==> src/ftc_pkg.sv <==
// Shared types, constants and helper functions of the flow table counter.
`timescale 1ns / 1ps
package ftc_pkg;

  localparam int TABLE_BUCKETS_DEF = 256;
  localparam int BUCKET_WAYS_DEF   = 10;
  localparam int WAY_W             = 4;
  localparam int BKT_MAX_W         = 16;
  localparam int TOTAL_W           = 12;
  localparam int CNT_W             = 64;
  localparam int KEY_W             = 296;
  localparam int CRC_BYTES         = 16;
  localparam logic [31:0] CRC_POLY = 32'hEDB88320;
  localparam logic [31:0] CRC_INIT = 32'hFFFFFFFF;
  localparam logic KIND_CLEAR      = 1'b1;

  typedef enum logic [1:0] {
    ST_UPDATED = 2'd0,
    ST_CREATED = 2'd1,
    ST_FULL    = 2'd2,
    ST_CLEARED = 2'd3
  } status_t;

  typedef struct packed {
    logic        kind;
    logic [63:0] src_ip_hi;
    logic [63:0] src_ip_lo;
    logic [63:0] dst_ip_hi;
    logic [63:0] dst_ip_lo;
    logic [15:0] sport;
    logic [15:0] dport;
    logic [7:0]  protocol;
    logic [15:0] len_bytes;
  } ftc_in_t;

  typedef struct packed {
    logic [1:0]  status;
    logic [31:0] hash_value;
    logic [7:0]  bucket_index;
    logic [3:0]  slot;
    logic [63:0] flow_packets;
    logic [63:0] flow_bytes;
    logic [11:0] total_flows;
  } ftc_out_t;

  // Request handed from the hash front end to the table back end.
  typedef struct packed {
    ftc_in_t                pkt;
    logic [31:0]            hash;
    logic [BKT_MAX_W-1:0]   bucket;
  } ftc_req_t;

  typedef enum logic [2:0] {
    F_IDLE, F_CRC, F_SUM, F_MOD, F_REM, F_PUSH
  } front_state_t;

  typedef enum logic [2:0] {
    B_IDLE, B_FILL, B_SCAN_RD, B_SCAN_CMP, B_DECIDE, B_CNT, B_RESP
  } back_state_t;

  function automatic logic [31:0] crc_byte(input logic [31:0] crc, input logic [7:0] b);
    logic [31:0] c;
    c = crc ^ {24'd0, b};
    for (int k = 0; k < 8; k++) begin
      c = c[0] ? ((c >> 1) ^ CRC_POLY) : (c >> 1);
    end
    return c;
  endfunction

  function automatic logic [KEY_W-1:0] key_of(input ftc_in_t p);
    return {p.src_ip_hi, p.src_ip_lo, p.dst_ip_hi, p.dst_ip_lo,
            p.sport, p.dport, p.protocol};
  endfunction

endpackage

==> src/ftc_if.sv <==
// Request and result channel interfaces.
`timescale 1ns / 1ps
interface ftc_in_if import ftc_pkg::*; ();
  logic    valid;
  logic    ready;
  ftc_in_t data;
  modport source (output valid, output data, input ready);
  modport sink   (input valid, input data, output ready);
endinterface


==> src/ftc_front.sv <==
// Front end: accepts requests, computes the tuple hash and bucket.
`timescale 1ns / 1ps
module ftc_front import ftc_pkg::*; #(
  parameter int TABLE_BUCKETS = TABLE_BUCKETS_DEF
) (
  input  logic     clk,
  input  logic     rst_n,
  ftc_in_if.sink   in_ch,
  output ftc_req_t push_data,
  output logic     push_valid,
  input  logic     push_ready
);

  localparam int BKT_W  = (TABLE_BUCKETS > 1) ? $clog2(TABLE_BUCKETS) : 1;
  // Reciprocal for hash mod TABLE_BUCKETS: exact for every 32-bit hash.
  localparam int MOD_SH = 32 + $clog2(TABLE_BUCKETS);
  localparam logic [32:0] RECIP = 33'(((65'd1 << MOD_SH) + 65'(TABLE_BUCKETS) - 65'd1)
                                      / 65'(TABLE_BUCKETS));
  localparam logic [BKT_W-1:0] MODV = BKT_W'(TABLE_BUCKETS);

  front_state_t       state_r, state_nxt;
  ftc_in_t            pkt_r, pkt_nxt;
  logic [127:0]       ord_r, ord_nxt;
  logic [31:0]        c1_r, c1_nxt, c2_r, c2_nxt, c3_r, c3_nxt;
  logic [31:0]        hash_r, hash_nxt;
  logic [64:0]        prod_r, prod_nxt;
  logic [3:0]         cnt_r, cnt_nxt;
  logic [BKT_W-1:0]   rem_r, rem_nxt;
  logic [127:0]       addr_or, addr_ord;
  logic [15:0]        ports_or;
  logic [64:0]        quo;

  assign addr_or  = {in_ch.data.src_ip_hi | in_ch.data.dst_ip_hi,
                     in_ch.data.src_ip_lo | in_ch.data.dst_ip_lo};
  assign ports_or = pkt_r.sport | pkt_r.dport;
  assign quo      = prod_r >> MOD_SH;

  // Word 0 first, each word least significant byte first.
  always_comb begin
    for (int k = 0; k < CRC_BYTES; k++) begin
      addr_ord[8*k +: 8] = addr_or[(3 - k/4)*32 + (k%4)*8 +: 8];
    end
  end

  always_comb begin
    state_nxt = state_r;
    pkt_nxt   = pkt_r;
    ord_nxt   = ord_r;
    c1_nxt    = c1_r;
    c2_nxt    = c2_r;
    c3_nxt    = c3_r;
    hash_nxt  = hash_r;
    prod_nxt  = prod_r;
    cnt_nxt   = cnt_r;
    rem_nxt   = rem_r;
    unique case (state_r)
      F_IDLE: begin
        if (in_ch.valid) begin
          pkt_nxt  = in_ch.data;
          ord_nxt  = addr_ord;
          c1_nxt   = CRC_INIT;
          c2_nxt   = CRC_INIT;
          c3_nxt   = CRC_INIT;
          cnt_nxt  = '0;
          hash_nxt = '0;
          rem_nxt  = '0;
          state_nxt = (in_ch.data.kind == KIND_CLEAR) ? F_PUSH : F_CRC;
        end
      end
      F_CRC: begin
        c1_nxt  = crc_byte(c1_r, ord_r[7:0]);
        ord_nxt = ord_r >> 8;
        if (cnt_r == 4'd0) begin
          c2_nxt = crc_byte(c2_r, ports_or[7:0]);
          c3_nxt = crc_byte(c3_r, pkt_r.protocol);
        end else if (cnt_r == 4'd1) begin
          c2_nxt = crc_byte(c2_r, ports_or[15:8]);
        end
        cnt_nxt = cnt_r + 4'd1;
        if (cnt_r == 4'(CRC_BYTES - 1)) begin
          state_nxt = F_SUM;
        end
      end
      F_SUM: begin
        hash_nxt  = ~c1_r + ~c2_r + ~c3_r;
        state_nxt = F_MOD;
      end
      F_MOD: begin
        // quotient estimate by reciprocal multiply
        prod_nxt  = 65'(hash_r) * 65'(RECIP);
        state_nxt = F_REM;
      end
      F_REM: begin
        // remainder needs only the low bucket bits
        rem_nxt   = hash_r[BKT_W-1:0] - quo[BKT_W-1:0] * MODV;
        state_nxt = F_PUSH;
      end
      F_PUSH: begin
        if (push_ready) begin
          state_nxt = F_IDLE;
        end
      end
      default: state_nxt = F_IDLE;
    endcase
  end

  always_ff @(posedge clk) begin
    if (!rst_n) begin
      state_r <= F_IDLE;
    end else begin
      state_r <= state_nxt;
    end
    pkt_r  <= pkt_nxt;
    ord_r  <= ord_nxt;
    c1_r   <= c1_nxt;
    c2_r   <= c2_nxt;
    c3_r   <= c3_nxt;
    hash_r <= hash_nxt;
    prod_r <= prod_nxt;
    cnt_r  <= cnt_nxt;
    rem_r  <= rem_nxt;
  end

  assign in_ch.ready      = (state_r == F_IDLE);
  assign push_valid       = (state_r == F_PUSH);
  assign push_data.pkt    = pkt_r;
  assign push_data.hash   = hash_r;
  assign push_data.bucket = BKT_MAX_W'(rem_r);

endmodule

==> src/flat_wrapper.sv <==
// flat-port wrapper written by rule: the top's interface ports become plain ports
module ftc_front_flat import ftc_pkg::*;
#(
  parameter int TABLE_BUCKETS = TABLE_BUCKETS_DEF
)
  (clk, rst_n, push_data, push_valid, push_ready, in_ch_valid, in_ch_data, in_ch_ready);
  ftc_in_if in_ch_i ();
  input  logic clk;
  input  logic rst_n;
  output ftc_req_t push_data;
  output logic push_valid;
  input  logic push_ready;
  input wire logic [$bits(in_ch_i.valid)-1:0] in_ch_valid;
  input wire logic [$bits(in_ch_i.data)-1:0] in_ch_data;
  output wire logic [$bits(in_ch_i.ready)-1:0] in_ch_ready;
  assign in_ch_i.valid = in_ch_valid;
  assign in_ch_i.data = in_ch_data;
  assign in_ch_ready = in_ch_i.ready;
  ftc_front #(.TABLE_BUCKETS(TABLE_BUCKETS)) u_core (.clk(clk), .rst_n(rst_n), .in_ch(in_ch_i), .push_data(push_data), .push_valid(push_valid), .push_ready(push_ready));
endmodule
==> config.mk <==
export PLATFORM = sky130hd
export DESIGN_NAME = ftc_front_flat
export DESIGN_NICKNAME = d
export VERILOG_FILES = /design/src/ftc_pkg.sv /design/src/ftc_if.sv /design/src/ftc_front.sv /design/src/flat_wrapper.sv
export SDC_FILE = /design/constraint.sdc
export NUM_CORES = 1
export LEC_CHECK = 0
export ABC_CLOCK_PERIOD_IN_PS = 24900
export BUFFER_PORTS_ARGS = -buffer_cell sky130_fd_sc_hd__clkbuf_2
export CORE_AREA = 2 2 268 270
export CTS_BUF_LIST = sky130_fd_sc_hd__clkbuf_4
export DETAILED_ROUTE_END_ITERATION = 8
export DIE_AREA = 0 0 270 272
export SLEW_MARGIN = 20
export SYNTH_ARGS = -nofsm -noshare
export SYNTH_HDL_FRONTEND = slang
export SYNTH_SLANG_ARGS = --single-unit
==> constraint.sdc <==
create_clock -name clk -period 24.9 [get_ports clk]
set_input_delay 4.98 -clock clk [delete_from_list [all_inputs] [get_ports clk]]
set_output_delay 4.98 -clock clk [all_outputs]
set_load 0.02 [all_outputs]
# --- Word-level counts from Yosys, hierarchy flattened ---
# Cells that the tools add are included.
totals:
  register_bits: 584
  wordCells: 138
op_classes:
  add_sub_neg: 3
  n_mux: 52
  n_eq_ne: 12
  n_bitwise: 42
  n_reduce_logical: 12
op_table:
  columns: ["cell", "count"]
  rows:
  - ["2-to-1 mux 32 bit", 37]
  - ["inverter 13 -> 14 bit", 32]
  - ["one-hot mux 128 bit (2 select lines)", 1]
  - ["one-hot mux 32 bit (2 select lines)", 4]
  - ["2-to-1 mux 128 bit", 1]
  - ["OR 64 bit", 2]
  - ["bitwise XOR 32 x 8 -> 32 bit", 4]
  - ["inverter 32 bit", 3]
  - ["adder 32 bit", 2]
  - ["one-hot mux 3 bit (6 select lines)", 1]
  - ["OR 16 bit", 1]
  - ["one-hot mux 8 bit (2 select lines)", 1]
  - ["2-to-1 mux 3 bit", 4]
  - ["AND reduction 3 bit", 3]
  - ["2-to-1 mux 8 bit", 1]
  - ["one-hot mux 4 bit (2 select lines)", 1]
  - ["AND reduction 2 bit", 4]
  - ["== test 3 x 2 -> 1 bit (second input constant)", 2]
  - ["== test 3 bit (second input constant)", 2]
  - ["inequality test 2 x 1 -> 1 bit (second input constant)", 3]
  - ["nonzero test 2 bit", 3]
  - ["adder 4 x 1 -> 4 bit (second input constant)", 1]
  - ["== test 4 x 1 -> 1 bit (second input constant)", 1]
  - ["== test 4 bit (second input constant)", 1]
  - ["other kinds (6)", 6]

# --- Longest topological paths before layout ---
depth:
  word_depth: 21
  ltp_mapped: 11
  depth_no_buf: 11

# --- Worst setup path before layout ---
# No wires, ideal clock.
synth_timing:
  path_kind: "input-to-reg"
  from: "input in_ch_valid"
  to: "register u_core.pkt_r, in the netlist u_core.push_data[100] (enable)"
  path_stages: 2
  slack_ns: 13.095
  arrival_time_ns: 11.143
  path_buffers: 0
  setup_ns: 0.662
  cell_sequence: "nand2_1 inv_1"
synth_via:
  elab_chain_len: 1
synth_rtl:
  columns: ["item", "line", "text"]
  rows:
  - ["start: declaration", "flat_wrapper.sv:13", "input wire logic [$bits(in_ch_i.valid)-1:0] in_ch_valid;"]
  - ["AND reduction 2 bit (no source line)", null, null]
  - ["end signal: assignment", "ftc_front.sv:113", "pkt_r <= pkt_nxt;"]
  - ["end: declaration", "ftc_front.sv:22", "ftc_in_t pkt_r, pkt_nxt;"]
# Every way passes these cells.
# A chain may end at the register's enable or synchronous reset.

# --- Worst setup path in the final report ---
layout_timing:
  from: "register u_core.state_r[2]"
  to: "output in_ch_ready"
layout_via:
  elab_chain_len: 1
layout_rtl:
  columns: ["item", "line", "text"]
  rows:
  - ["start: declaration", "ftc_front.sv:21", "front_state_t state_r, state_nxt;"]
  - ["start signal: assignment", "ftc_front.sv:111", "state_r <= state_nxt;"]
  - ["logical NOT 3 bit", "ftc_front.sv:124", "assign in_ch.ready = (state_r == F_IDLE);"]
  - ["end: declaration", "flat_wrapper.sv:15", "output wire logic [$bits(in_ch_i.ready)-1:0] in_ch_ready;"]
# Every way passes these cells.

==> qor.yml <==
status: "completed"
setup_viol: 0
ys_ff_latch: 584
mappedNetlistArea_sq_mm: 0.0254
die_width_microns: 270
yosysWarningCount: 0
finalCritPeriodShare_pct: 28.6
worst_path_largest_cell_delay_ns: 0.53
worstSetupPathDepth: 2
critical_path_arrival_ns: 2.15
crit_family: "flip-flops"
final_antenna_net_count: 0
tightestPinTransition_ns: 1.11
slew_viol_final: 0
fin_skew_ns: 0.0957
hold_buffers_post_cts: 0
post_synth_inst_count: 1845
grt_setup_unrepaired: "false"
number_of_global_route_vias_before_repair: 18463
criticalPathCategory: "register to output pin"
power.density_cell_area_mw_per_mm2: 117
path_clk_slew_ns: 0.06
post-route-cell-area_sq_mm: 0.0318
post-synth-top-area-cell: "sky130_fd_sc_hd__edfxtp_1"
post_synth_num_cell_types: 57
drt-pass1-iter-count: 6
post-synth-top-count-cell: "sky130_fd_sc_hd__edfxtp_1"
cts-htree-levels: 4
grt_overflow_total: 0
required_ns: 19.92
wl_per_cell_microns: 22.7
worstPathBufferInverterCount: 1
globalRouteTotalUtil_pct: 22.4
timing.max_cap.violations: 0
final_weighted_congestion_of_routability_driven_global_placement: 0.953
worst_hold_slack_ns: 0.449
proportion_of_synthesized_flip_flops_having_asynchronous_set_or_reset_pct: 0
ioPinCount: 680
postLayoutCoreUtil_pct: 45.0
initial_core_utilization_pct: 35.9
finalWirelength_microns: 83900
rrSetupSlack_ns: 20.96
wire_length_of_the_first_global_routing_pass_microns: 119000
period_needed_ns: 7.13
floorplan.core_area_sq_mm: 0.0708
timing.reg2reg.worst_path_depth: 11
endpoint_kind: "output pin"
drc_errors: 0
synth.cells.most_frequent: "581 x sky130_fd_sc_hd__edfxtp_1, 364 x sky130_fd_sc_hd__nand2_1, 188 x sky130_fd_sc_hd__xnor2_1, 144 x sky130_fd_sc_hd__o21ai_0, 87 x sky130_fd_sc_hd__nor2_1"
die_footprint_sq_mm: 0.0734
whs_path_depth: 2
clock_tree.root_cell: "sky130_fd_sc_hd__clkbuf_4"
worstSkewPairLatency_ns: 1.05
maximum_count_of_clock_buffers_along_a_single_path: 3
max-slew-margin-rel_pct: 26.2
syn2layout_area_growth_pct: 25.3
fmaxAchievable_mhz: 140
timing.hold.worst.class: "register to register"
synth_edf_count: 581
fraction_of_final_layout_cells_with_drive_strength_greater_than_1_pct: 34.3
num-fill-cells: 6681
cts_repair_resize_count: 0
crit_fanout: 19
placement_rows: 98
fin_total_pwr_mw: 3.72
antenna_found_initial: 13
cts_tree: "done"
placed_cell_area_sq_mm: 0.0299
numPortBuffers: 671
synthDominantCellAreaShare_pct: 68.7
synth_area_leaders: "sky130_fd_sc_hd__edfxtp_1 69%, sky130_fd_sc_hd__xnor2_1 6.5%, sky130_fd_sc_hd__nand2_1 5.4%"
tritoncts.num_buffers: 160
synth_seq_area_share_pct: 68.9
static-leakage-power_nw: 13.0
die_y_microns: 272
final_hold_viol_count: 0
grt_start_max_net_pins: 178
dominantRegCellSynth: "sky130_fd_sc_hd__edfxtp_1"
critical_path.slowest_cell: "sky130_fd_sc_hd__dfxtp_1"
path_cells: "nor3_1 > clkbuf_2"
avgSynthCellArea_sq_um: 13.8
vdd_ir_drop_max_mv: 0.0495
finalSetupTns_ns: 0
dr_vias_cell: 4.80
cts.sink_count: 584
crit_path_start_kind: "register"
vias: 17753
cts_setup_buffers: 0
post-dp-hpwl_microns: 64900
nNetsFinal: 3020
drt_iter0_markers: 1219
-- through the flow --
| step | cells | worst slack, ns |
|---|---|---|
| 3_3_place_gp | 3426 | 17.40 |
| 3_5_place_dp | 3426 | 17.34 |
| 2_1_floorplan | 1852 | 13.09 |
| 4_1_cts | 3690 | 17.66 |
| 6_report | 3698 | 17.77 |
| 5_1_grt | 3693 | 17.59 |
-- final cells by class --
class	count	area [sq um]	share of cell area, %
Sequential cell	584	17500	55.0
Timing Repair Buffer	686	3480	10.9
Clock buffer	219	1640	5.17
Tap cell	950	1190	3.74
Multi-Input combinational cell	1128	7380	23.2
Clock inverter	45	294	0.924
Inverter	78	300	0.944
Antenna cell	8	20.0	0.0629
-- worst register-to-register path: stages, from the launching register on --
cell and delay (ns):
sky130_fd_sc_hd__edfxtp_1 0.49, sky130_fd_sc_hd__fa_1 0.54, sky130_fd_sc_hd__inv_1 0.04, sky130_fd_sc_hd__ha_1 0.24
sky130_fd_sc_hd__fa_1 0.49, sky130_fd_sc_hd__a21o_1 0.21, sky130_fd_sc_hd__a211o_1 0.36, sky130_fd_sc_hd__a21o_1 0.26
sky130_fd_sc_hd__a21o_1 0.23, sky130_fd_sc_hd__a22oi_1 0.51, sky130_fd_sc_hd__a211o_1 0.22, sky130_fd_sc_hd__o211ai_1 0.09
-- cells in the final DEF (no fill, tap or decap), drive strengths merged, types with 2 or more instances in the layout --
cell type,instances
a211o,4
a211oi,9
a21o,18
a21oi,35
a31oi,3
and2,5
and3,15
buf,15
clkbuf,890
clkinv,35
conb,8
dfxtp,3
diode,8
edfxtp,581
fa,32
ha,33
inv,88
mux2i,19
nand2,364
nand2b,4
nand3,11
nand4,6
nor2,87
nor2b,3
nor3,6
nor3b,5
o211ai,9
o21a,8
o21ai,144
o21bai,7
o31a,2
o31ai,2
xnor2,190
xnor3,7
xor2,75
-- sequential cells by signal, indices dropped and copies added, names as in the netlist --
name / flops
u_core.c1_r: 32
u_core.c2_r: 32
u_core.c3_r: 32
u_core.cnt_r: 4
u_core.hash_r: 32
u_core.ord_r: 128
u_core.push_data: 313
u_core.rem_r: 8
u_core.state_r: 3
-- report_power, final --
group	switching, mW	internal, mW
logic	0.886	0.553
clock network	0.427	0.415
registers	0.108	1.33
total	1.42	2.30
-- routing by layer --
layer  vias up  track usage [%]  routed length (microns)
met3       169             6.83                     5700
met4        18             11.3                     3900
li1       8182                -                        -
met5         -                0                      124
met1      8693             25.0                    31200
met2       691             38.8                    42900
-- cell families (layout without fill, tap and decap cells) --
logic type / Yosys count / after routing / share of synthesized area, %
compound gates: 251 / 251 / 5.72
xor+xnor: 273 / 273 / 10.1
simple gates: 512 / 512 / 8.15
flops: 584 / 584 / 68.9
buf+inv: 140 / 1028 / 2.22
other cells: 1 / 16 / 0.0148
fa+ha+maj: 65 / 65 / 4.15
mux: 19 / 19 / 0.763
-- worst paths after layout --
kind / startpoint / to
worst min register to register: u_core.ord_r[42] / u_core.ord_r[34]
worst min-delay path: u_core.ord_r[42] / u_core.ord_r[34]
worst max register to register: u_core.c2_r[1] / u_core.hash_r[31]
worst max-delay path: u_core.state_r[2] / in_ch_ready
Note: power is estimated with default switching activity, not from simulation.
