[src/ftc_pkg.sv]
// Shared types, constants and helper functions of the flow table counter.
`timescale 1ns / 1ps
package ftc_pkg;

  localparam int TABLE_BUCKETS_DEF = 256;
  localparam int BUCKET_WAYS_DEF   = 10;
  localparam int WAY_W             = 4;
  localparam int BKT_MAX_W         = 16;
  localparam int TOTAL_W           = 12;
  localparam int CNT_W             = 64;
  localparam int KEY_W             = 296;
  localparam int CRC_BYTES         = 16;
  localparam logic [31:0] CRC_POLY = 32'hEDB88320;
  localparam logic [31:0] CRC_INIT = 32'hFFFFFFFF;
  localparam logic KIND_CLEAR      = 1'b1;

  typedef enum logic [1:0] {
    ST_UPDATED = 2'd0,
    ST_CREATED = 2'd1,
    ST_FULL    = 2'd2,
    ST_CLEARED = 2'd3
  } status_t;

  typedef struct packed {
    logic        kind;
    logic [63:0] src_ip_hi;
    logic [63:0] src_ip_lo;
    logic [63:0] dst_ip_hi;
    logic [63:0] dst_ip_lo;
    logic [15:0] sport;
    logic [15:0] dport;
    logic [7:0]  protocol;
    logic [15:0] len_bytes;
  } ftc_in_t;

  typedef struct packed {
    logic [1:0]  status;
    logic [31:0] hash_value;
    logic [7:0]  bucket_index;
    logic [3:0]  slot;
    logic [63:0] flow_packets;
    logic [63:0] flow_bytes;
    logic [11:0] total_flows;
  } ftc_out_t;

  // Request handed from the hash front end to the table back end.
  typedef struct packed {
    ftc_in_t                pkt;
    logic [31:0]            hash;
    logic [BKT_MAX_W-1:0]   bucket;
  } ftc_req_t;

  typedef enum logic [2:0] {
    F_IDLE, F_CRC, F_SUM, F_MOD, F_REM, F_PUSH
  } front_state_t;

  typedef enum logic [2:0] {
    B_IDLE, B_FILL, B_SCAN_RD, B_SCAN_CMP, B_DECIDE, B_CNT, B_RESP
  } back_state_t;

  function automatic logic [31:0] crc_byte(input logic [31:0] crc, input logic [7:0] b);
    logic [31:0] c;
    c = crc ^ {24'd0, b};
    for (int k = 0; k < 8; k++) begin
      c = c[0] ? ((c >> 1) ^ CRC_POLY) : (c >> 1);
    end
    return c;
  endfunction

  function automatic logic [KEY_W-1:0] key_of(input ftc_in_t p);
    return {p.src_ip_hi, p.src_ip_lo, p.dst_ip_hi, p.dst_ip_lo,
            p.sport, p.dport, p.protocol};
  endfunction

endpackage

[src/ftc_queue.sv]
// Two-entry request queue between front and back end.
`timescale 1ns / 1ps
module ftc_queue import ftc_pkg::*; (
  input  logic     clk,
  input  logic     rst_n,
  input  ftc_req_t push_data,
  input  logic     push_valid,
  output logic     push_ready,
  output ftc_req_t pop_data,
  output logic     pop_valid,
  input  logic     pop_ready
);

  ftc_req_t   mem_r [2];
  logic       wr_r, rd_r;
  logic [1:0] cnt_r;
  logic       do_push, do_pop;

  assign push_ready = (cnt_r != 2'd2);
  assign pop_valid  = (cnt_r != 2'd0);
  assign pop_data   = mem_r[rd_r];
  assign do_push    = push_valid && push_ready;
  assign do_pop     = pop_valid && pop_ready;

  always_ff @(posedge clk) begin
    if (!rst_n) begin
      wr_r  <= 1'b0;
      rd_r  <= 1'b0;
      cnt_r <= '0;
    end else begin
      if (do_push) wr_r <= ~wr_r;
      if (do_pop)  rd_r <= ~rd_r;
      cnt_r <= cnt_r + 2'(do_push) - 2'(do_pop);
    end
    if (do_push) begin
      mem_r[wr_r] <= push_data;
    end
  end

endmodule

[config.mk]
export PLATFORM = sky130hd
export DESIGN_NAME = ftc_queue
export DESIGN_NICKNAME = d
export VERILOG_FILES = /design/src/ftc_pkg.sv /design/src/ftc_queue.sv
export SDC_FILE = /design/constraint.sdc
export NUM_CORES = 1
export LEC_CHECK = 0
export BUFFER_PORTS_ARGS = -buffer_cell sky130_fd_sc_hd__buf_2
export CORE_AREA = 2 2 284 286
export DETAILED_ROUTE_END_ITERATION = 6
export DIE_AREA = 0 0 286 288
export PLACE_DENSITY = 0.59
export RECOVER_POWER = 25
export SETUP_SLACK_MARGIN = 0.5
export SYNTH_ARGS = -nofsm -noshare
export SYNTH_HDL_FRONTEND = slang
export SYNTH_SLANG_ARGS = --single-unit
export TNS_END_PERCENT = 100
[constraint.sdc]
create_clock -name clk -period 26.4 [get_ports clk]
set_input_delay 7.92 -clock clk [delete_from_list [all_inputs] [get_ports clk]]
set_output_delay 7.92 -clock clk [all_outputs]
set_load 0.01 [all_outputs]
-- Word level (Yosys, flattened, before mapping)
Memory sizes are Yosys's and may differ from the RTL's. A register that Yosys moved wholly into a read port is not among the register bits.
Cells that the tools add are included.
- $add $sub $neg: 2
- equal/unequal tests: 1
- mux-type cells: 4
- bitwise logic cells: 2
- reductions and logical operators: 3
- operator list (cell ; number):
    1-bit two-way mux ; 4
    2-bit by 1-bit adder with 2-bit output ; 1
    1-bit logical AND ; 2
    2-bit != test (second input constant) ; 1
    1-bit NOT ; 2
    2-bit nonzero test ; 1
    2-bit by 1-bit subtractor with 2-bit output ; 1
- bits in registers: 4
- bits in writable memories: 722
- input bits: 365
- output and inout port bits: 363
- logic and storage cells: 16
- memories: 1
- memories (name ; depth ; bits a word ; rd ports ; clocked after Yosys merged registers in ; wr ports ; line ; RTL):
    mem_r ; 2 ; 361 ; 1 ; 1 ; 1 ; ftc_queue.sv:14 ; ftc_req_t mem_r [2];

-- Logic depth before layout (Yosys ltp)
Gate-level depths: netlist of the first run.
- word-level depth: 4
- gate-level depth with buffers: 8
- depth with buffers taken out: 8

-- Least setup slack after synthesis of the first run
No wires, ideal clock.
- path kind: input to register
- start point: in push_valid
- end point: mem mem_r[0][0] (netlist name) (enable)
- library setup time: 1092 ps
- arrival time: 22954 ps
- data required time: 25308 ps
- setup slack: 2354 ps
- stages: 2
- buffers on the path: 0
- path through: nand2_1 nor2_1
- cells in the longest elaborated chain, start to end: 3
- RTL lines (what ; line ; RTL):
    from (decl) ; ftc_queue.sv:7 ; input logic push_valid,
    1-bit logical AND ; ftc_queue.sv:22 ; assign do_push = push_valid && push_ready;
    1-bit two-way mux ; ftc_queue.sv:35 ; if (do_push) begin
    1-bit two-way mux (implied by the code) ; ftc_queue.sv:36 ; mem_r[wr_r] <= push_data;
    to (decl) ; ftc_queue.sv:14 ;
No other way between the ends.

==> flow_metrics.env, run 1 <==
export IMPL_synthAdderAreaFrac_pct=0.0910
export IMPL_overflow=0
export IMPL_skew_ns=0.0218
export IMPL_cp_required_ns=18.48
export IMPL_setup_tns_ns=0
export IMPL_ys_warnings_count=0
export IMPL_syn_area_mm2=0.0275
export IMPL_synthSimpleGateAreaFrac_pct=0.223
export IMPL_clkLatencyLatePin_ns=0.61
export IMPL_grt_setup_unrepaired="no"
export IMPL_netlist_top_cells_area="edfxtp_1 79%, mux2_4 16%, mux2_2 2.9%, buf_6 0.94%, buf_8 0.55%"
export IMPL_finalCriticalPeriod_ns=12.78
export IMPL_antenna_found_initial=13
export IMPL_status="complete, no violations"
export IMPL_avgViaCountPerCell=4.43
export IMPL_drc_errors=0
export IMPL_vias=13500
export IMPL_rows=104
export IMPL_dieHeight_um=288
export IMPL_dr_wl_met3_um=4720
export IMPL_drive_gt1_share_pct=55.2
export IMPL_postCtsSetupRepairBufs=0
export IMPL_drt_iter0_markers=736
export IMPL_numPortBuffers=727
export IMPL_synth_top_area_cell="edfxtp_1"
export IMPL_num_nets_final=2294
export IMPL_report_final_slew_viol_count=0
export IMPL_wl_met1_um=22800
export IMPL_core_area_mm2=0.0796
export IMPL_initial_core_util_pct=34.5
export IMPL_pin_count=728
export IMPL_ctsResizeCount=0
export IMPL_p_leak_nw=13.0
export IMPL_synth_top_area_share_pct=78.8
export IMPL_avgSynthCellArea_um2=24.0
export IMPL_cts_buffers_inserted=77
export IMPL_gp_congestion=0.770
export IMPL_cts_reportedPaths_clkPinSlew_ns=0.06
export IMPL_synth_nets=1514
export IMPL_cts_tree="built"
export IMPL_syn_to_final_growth_pct=25.3
export IMPL_critical_path_class="reg -> out"
export IMPL_synth_compound_area_share_pct=0.0273
export IMPL_critPathLaunchType="flip-flop"
export IMPL_wl_per_cell_um=20.3
export IMPL_dp_cells=2908
export IMPL_relSlewSlack_pct=15.1
export IMPL_ctsHoldBuffers=0
export IMPL_root_buffer="clkbuf_16"
export IMPL_cts_max_path_buffers=3
export IMPL_synthDistinctLibCells=19
export IMPL_final_cells=3058
export IMPL_syn_inst=1147
export IMPL_ys_ff_latch=727
export IMPL_htree_levels=3
export IMPL_clkSinkCount=727
export IMPL_synth_xor_area_share_pct=0.0955
export IMPL_yosys_mux_area_fraction_pct=18.8
export IMPL_firstDrtPassIters=4
export IMPL_setup_viol=0
export IMPL_min_period_over_period_pct=48.4
export IMPL_synth_top_family_by_area="multiplexers"
export IMPL_total_power_mw=3.35
export IMPL_hp_class="reg -> reg"
export IMPL_cap_violations=0
export IMPL_dieArea_mm2=0.0824
export IMPL_worst_slew_pin_slew_ns=1.27
export IMPL_final_util_pct=43.3
export IMPL_die_w_um=286
export IMPL_wl_met2_um=33000
export IMPL_dp_final_hpwl_um=43600
export IMPL_setup_worst_path_end_class="primary output"
export IMPL_critPathArrivalTime_ns=4.86
export IMPL_totalWireLength_um=62200
export IMPL_top_layer_used="met5"
export IMPL_ys_seq_area_share_pct=79.2
export IMPL_track_usage_pct=14.3
export IMPL_powerDensity_mw_per_mm2=97.1
export IMPL_fill_cells=7093
export IMPL_fmax_mhz=78.2
export IMPL_crit_fanout=57
export IMPL_grt_pass1_vias=14200
export IMPL_finalHoldViolations=0
export IMPL_peakVddDrop_mv=0.0655
export IMPL_drt_antenna_violating_nets=0
export IMPL_grt_pass1_wl_um=88300
export IMPL_grt_max_degree=168
==> cell usage after synthesis (all sizes together) <==
library cell / number
edfxtp: 722
mux2: 361
buf: 40
dfxtp: 5
xnor2: 3
and2: 2
ha: 2
nand2: 2
nand2b: 2
nor2b: 2
and3: 1
inv: 1
mux2i: 1
nor2: 1
o21a: 1
or2: 1
==> flip-flops by register name, indices dropped and copies added, names as in the netlist, named ones only <==
signal,flops
mem_r,722
cnt_r,2
rd_r,1
wr_r,1
==> layout by cell type (no fill, tap or decap) <==
cell type / Yosys / layout
edfxtp_1: 722 / 722
buf_2: 7 / 619
mux2_4: 290 / 290
clkbuf_1: 0 / 125
clkbuf_16: 0 / 79
mux2_2: 71 / 71
clkinv_1: 0 / 20
buf_4: 0 / 12
diode_2: 0 / 11
clkinv_2: 0 / 9
bufinv_16: 0 / 4
dfxtp_1: 5 / 4
xnor2_1: 3 / 3
buf_1: 0 / 3
nand2b_1: 2 / 2
nand2_1: 2 / 2
nor2b_1: 2 / 2
and2_1: 2 / 2
ha_1: 2 / 2
inv_16: 0 / 2
clkinv_4: 0 / 2
buf_12: 0 / 2
o21a_1: 1 / 1
or2_2: 1 / 1
inv_1: 1 / 1
and3_4: 0 / 1
nor2_4: 0 / 1
mux2i_1: 1 / 1
dfxtp_4: 0 / 1
clkinv_16: 0 / 1
clkinv_8: 0 / 1
inv_6: 0 / 1
==> final cells by class <==
| class | instances | area [um^2] | area share [%] |
|---|---|---|---|
| multi-input combinational | 379 | 5300 | 15.4 |
| sequential | 727 | 21800 | 63.2 |
| antenna | 11 | 27.5 | 0.0798 |
| tap | 1060 | 1330 | 3.85 |
| inverter | 1 | 3.75 | 0.0109 |
| clock buffer | 99 | 2050 | 5.95 |
| timing repair buffer | 741 | 3630 | 10.5 |
| clock inverter | 40 | 353 | 1.02 |
==> metrics by stage <==
step / setup slack [ns] / hold slack (ns) / area [um^2]
3_3_place_gp: 14.27 / 0.505 / 32200
4_1_cts: 13.49 / 0.540 / 34600
5_1_grt: 13.35 / 0.579 / 34500
6_report: 13.62 / 0.538 / 34500
2_1_floorplan: 2.35 / 0.455 / 27500
3_5_place_dp: 14.18 / 0.527 / 32200
==> kinds of logic (layout without fill, tap and decap cells) <==
group | Yosys count | in the layout
other cells | 0 | 11
xor+xnor | 3 | 3
simple gates | 11 | 11
compound gates | 1 | 1
buf+inv | 41 | 881
flops | 727 | 727
fa+ha+maj | 2 | 2
mux | 362 | 362
==> power breakdown <==
group          internal, mW  switching, mW
clock network         0.592          0.435
registers              1.45         0.0486
logic                 0.400          0.420
total                  2.44          0.904
==> worst max-delay path, cell delays in order (launching register included) <==
cell	delay (ns)
dfxtp_4	1.01
buf_4	0.95
buf_4	0.75
buf_4	0.85
mux2_2	0.42
buf_2	0.14
==> worst paths after layout <==
kind / end / startpoint / cells after the start / slack (ns)
setup reg to reg: mem_r[1][348]$_DFFE_PP_ / cnt_r[0]$_SDFF_PN0_ / 5 / 22.34
setup / recovery: pop_data[30] / flip-flop / 5 / 13.62
hold / removal: wr_r$_SDFFE_PN0N_ / wr_r$_SDFFE_PN0N_ / 2 / 0.54
hold reg to reg: wr_r$_SDFFE_PN0N_ / wr_r$_SDFFE_PN0N_ / 2 / 0.54
==> routing by layer <==
metal / GRT usage (%) / up-vias
li1: - / 6171
met3: 4.81 / 105
met1: 15.6 / 6775
met4: 5.34 / 8
met2: 25.6 / 485
met5: 0 / -
Note: power is estimated with default switching activity, not from simulation.
==> inputs of run 2 (changes only) <==
==> constraint.sdc (replaced) <==
create_clock -name clk -period 12.1 [get_ports clk]
set_input_delay 3.63 -clock clk [delete_from_list [all_inputs] [get_ports clk]]
set_output_delay 3.63 -clock clk [all_outputs]
set_load 0.01 [all_outputs]
==> flow_metrics.env, run 2 (same netlist as run 1, synthesis figures left out) <==
export IMPL_p_switching_mw=2.01
export IMPL_cts_max_path_buffers=3
export IMPL_firstDrtPassIters=4
export IMPL_vias=13600
export IMPL_grt_max_degree=149
export IMPL_rrSetupSlack_ns=8.64
export IMPL_cp_required_ns=8.47
export IMPL_crit_buf_inv=3
export IMPL_track_usage_pct=14.4
export IMPL_r2r_start="cnt_r[0]$_SDFF_PN0_"
export IMPL_cap_violations=0
export IMPL_grt_pass1_wl_um=88500
export IMPL_fmax_mhz=139
export IMPL_cts_tree="built"
export IMPL_critPathArrivalTime_ns=3.54
export IMPL_reg_top3="mem_r x722, cnt_r x2"
export IMPL_skew_ns=0.0229
export IMPL_overflow=0
export IMPL_ctsResizeCount=0
export IMPL_power_frac_clock_pct=31.5
export IMPL_intPower_mw=5.40
export IMPL_critPathMostFrequentCell="buf_12"
export IMPL_initial_core_util_pct=34.5
export IMPL_worst_slew_pin_slew_ns=1.08
export IMPL_final_cells=3058
export IMPL_setup_slack_ns=4.93
export IMPL_worst_path_stages=4
export IMPL_finalCriticalPeriod_ns=7.17
export IMPL_powerDensity_mw_per_mm2=214
export IMPL_drc_errors=0
export IMPL_die_w_um=286
export IMPL_antenna_found_initial=20
export IMPL_critical_path_class="reg -> out"
export IMPL_crit_fanout=118
export IMPL_cpMaxStageDelayCell="dfxtp_4"
export IMPL_timing_rr_end="mem_r[0][77]$_DFFE_PP_"
export IMPL_drive_gt1_share_pct=56.9
export IMPL_syn_to_final_growth_pct=26.0
export IMPL_postCtsSetupRepairBufs=0
export IMPL_grt_setup_unrepaired="no"
export IMPL_setup_worst_path_end_class="primary output"
export IMPL_relSlewSlack_pct=27.8
export IMPL_drt_antenna_violating_nets=0
export IMPL_swShare_pct=27.1
export IMPL_drt_iter0_markers=730
export IMPL_crit_end="pop_data[49]"
export IMPL_cp_cell_sequence="buf_12, buf_12, mux2_2, buf_2"
export IMPL_totalWireLength_um=62900
export IMPL_hp_class="reg -> reg"
export IMPL_p_leak_nw=13.1
export IMPL_total_power_mw=7.41
export IMPL_dp_cells=2902
export IMPL_pin_count=728
export IMPL_p_comb_share_pct=24.2
export IMPL_fin_area_mm2=0.0347
export IMPL_setup_tns_ns=0
export IMPL_final_util_pct=43.5
export IMPL_ff2ff_path_depth=5
export IMPL_cts_reportedPaths_clkPinSlew_ns=0.06
export IMPL_dieHeight_um=288
export IMPL_ctsHoldBuffers=0
export IMPL_hold_ws_ns=0.535
export IMPL_wl_per_cell_um=20.6
export IMPL_min_period_over_period_pct=59.3
export IMPL_clkLatencyLatePin_ns=0.61
export IMPL_dieArea_mm2=0.0824
export IMPL_rows=104
export IMPL_crit_family="buffers and inverters"
export IMPL_report_final_slew_viol_count=0
export IMPL_place_ws_ns=5.55
export IMPL_largest_reg_flops=722
export IMPL_grt_pass1_vias=14200
export IMPL_place_area_mm2=0.0322
export IMPL_most_common_layout_cells="722 x edfxtp_1, 642 x buf_2, 290 x mux2_4, 97 x clkbuf_1, 80 x clkbuf_16"
export IMPL_top_register="mem_r"
export IMPL_htree_levels=3
export IMPL_setup_viol=0
export IMPL_numPortBuffers=727
export IMPL_critPathLaunchType="flip-flop"
export IMPL_clkSinkCount=727
export IMPL_num_nets_final=2291
export IMPL_gp_congestion=0.832
export IMPL_dp_final_hpwl_um=43900
export IMPL_p_seq_share_pct=44.2
export IMPL_finalHoldViolations=0
export IMPL_status="complete, no violations"
export IMPL_core_area_mm2=0.0796
export IMPL_cpPeakStageDelay_ns=0.97
export IMPL_mostFrequentLayoutCell="edfxtp_1"
export IMPL_avgViaCountPerCell=4.43
export IMPL_cts_buffers_inserted=80
export IMPL_peakVddDrop_mv=0.150
export IMPL_root_buffer="clkbuf_16"
[run 2: cell count changes in the layout (fill, tap and decap cells not counted), sizes merged]
cell and change:
diode +1, clkinvlp +2, buf +16, bufinv +2, clkinv +4, inv +2
clkbuf -27
[run 2: layout make-up]
type	instances	area, um^2
multi-input cells	379	5300
flip-flops and latches	727	21800
inverters	1	3.75
clock inverters	50	500
clock buffers	94	2050
diodes	12	30.0
well taps	1060	1330
repair buffers	735	3680
fillers	7110	45000
[run 2: how the worst min path moves through the flow]
stage	startpoint	end	slack [ns]	depth (start not counted)
after detailed placement	rd_r$_SDFFE_PN0P_	flip-flop	0.53	2
after floorplan	wr_r$_SDFFE_PN0N_	wr_r$_SDFFE_PN0N_	0.49	2
after CTS	wr_r$_SDFFE_PN0N_	wr_r$_SDFFE_PN0N_	0.54	2
final	wr_r$_SDFFE_PN0N_	wr_r$_SDFFE_PN0N_	0.53	2
after global routing	rd_r$_SDFFE_PN0P_	flip-flop	0.56	2
after global placement	wr_r$_SDFFE_PN0N_	wr_r$_SDFFE_PN0N_	0.51	2
[run 2: power groups by stage]
stage,Combinational [mW],Clock (mW),Sequential [mW]
2_1_floorplan,1.24,0,3.34
3_3_place_gp,1.81,0,3.32
3_5_place_dp,1.83,0,3.33
4_1_cts,1.83,2.40,3.28
5_1_grt,1.91,2.50,3.31
6_report,1.79,2.34,3.28
[run 2: worst reg2reg max path, delay by kind of cell (launching register included)]
kind	cells	cell delay, ns
AND/OR/NAND/NOR	3	1.16
buffers and inverters	2	1.32
flip-flops	1	0.38
[run 2: metal layers]
metal / vias up / global-route usage [%] / wire, um
li1: 6168 / - / -
met4: 14 / 6.56 / 2240
met2: 508 / 25.4 / 32800
met3: 134 / 4.29 / 5000
met1: 6736 / 16.1 / 22800
met5: - / 0 / 96
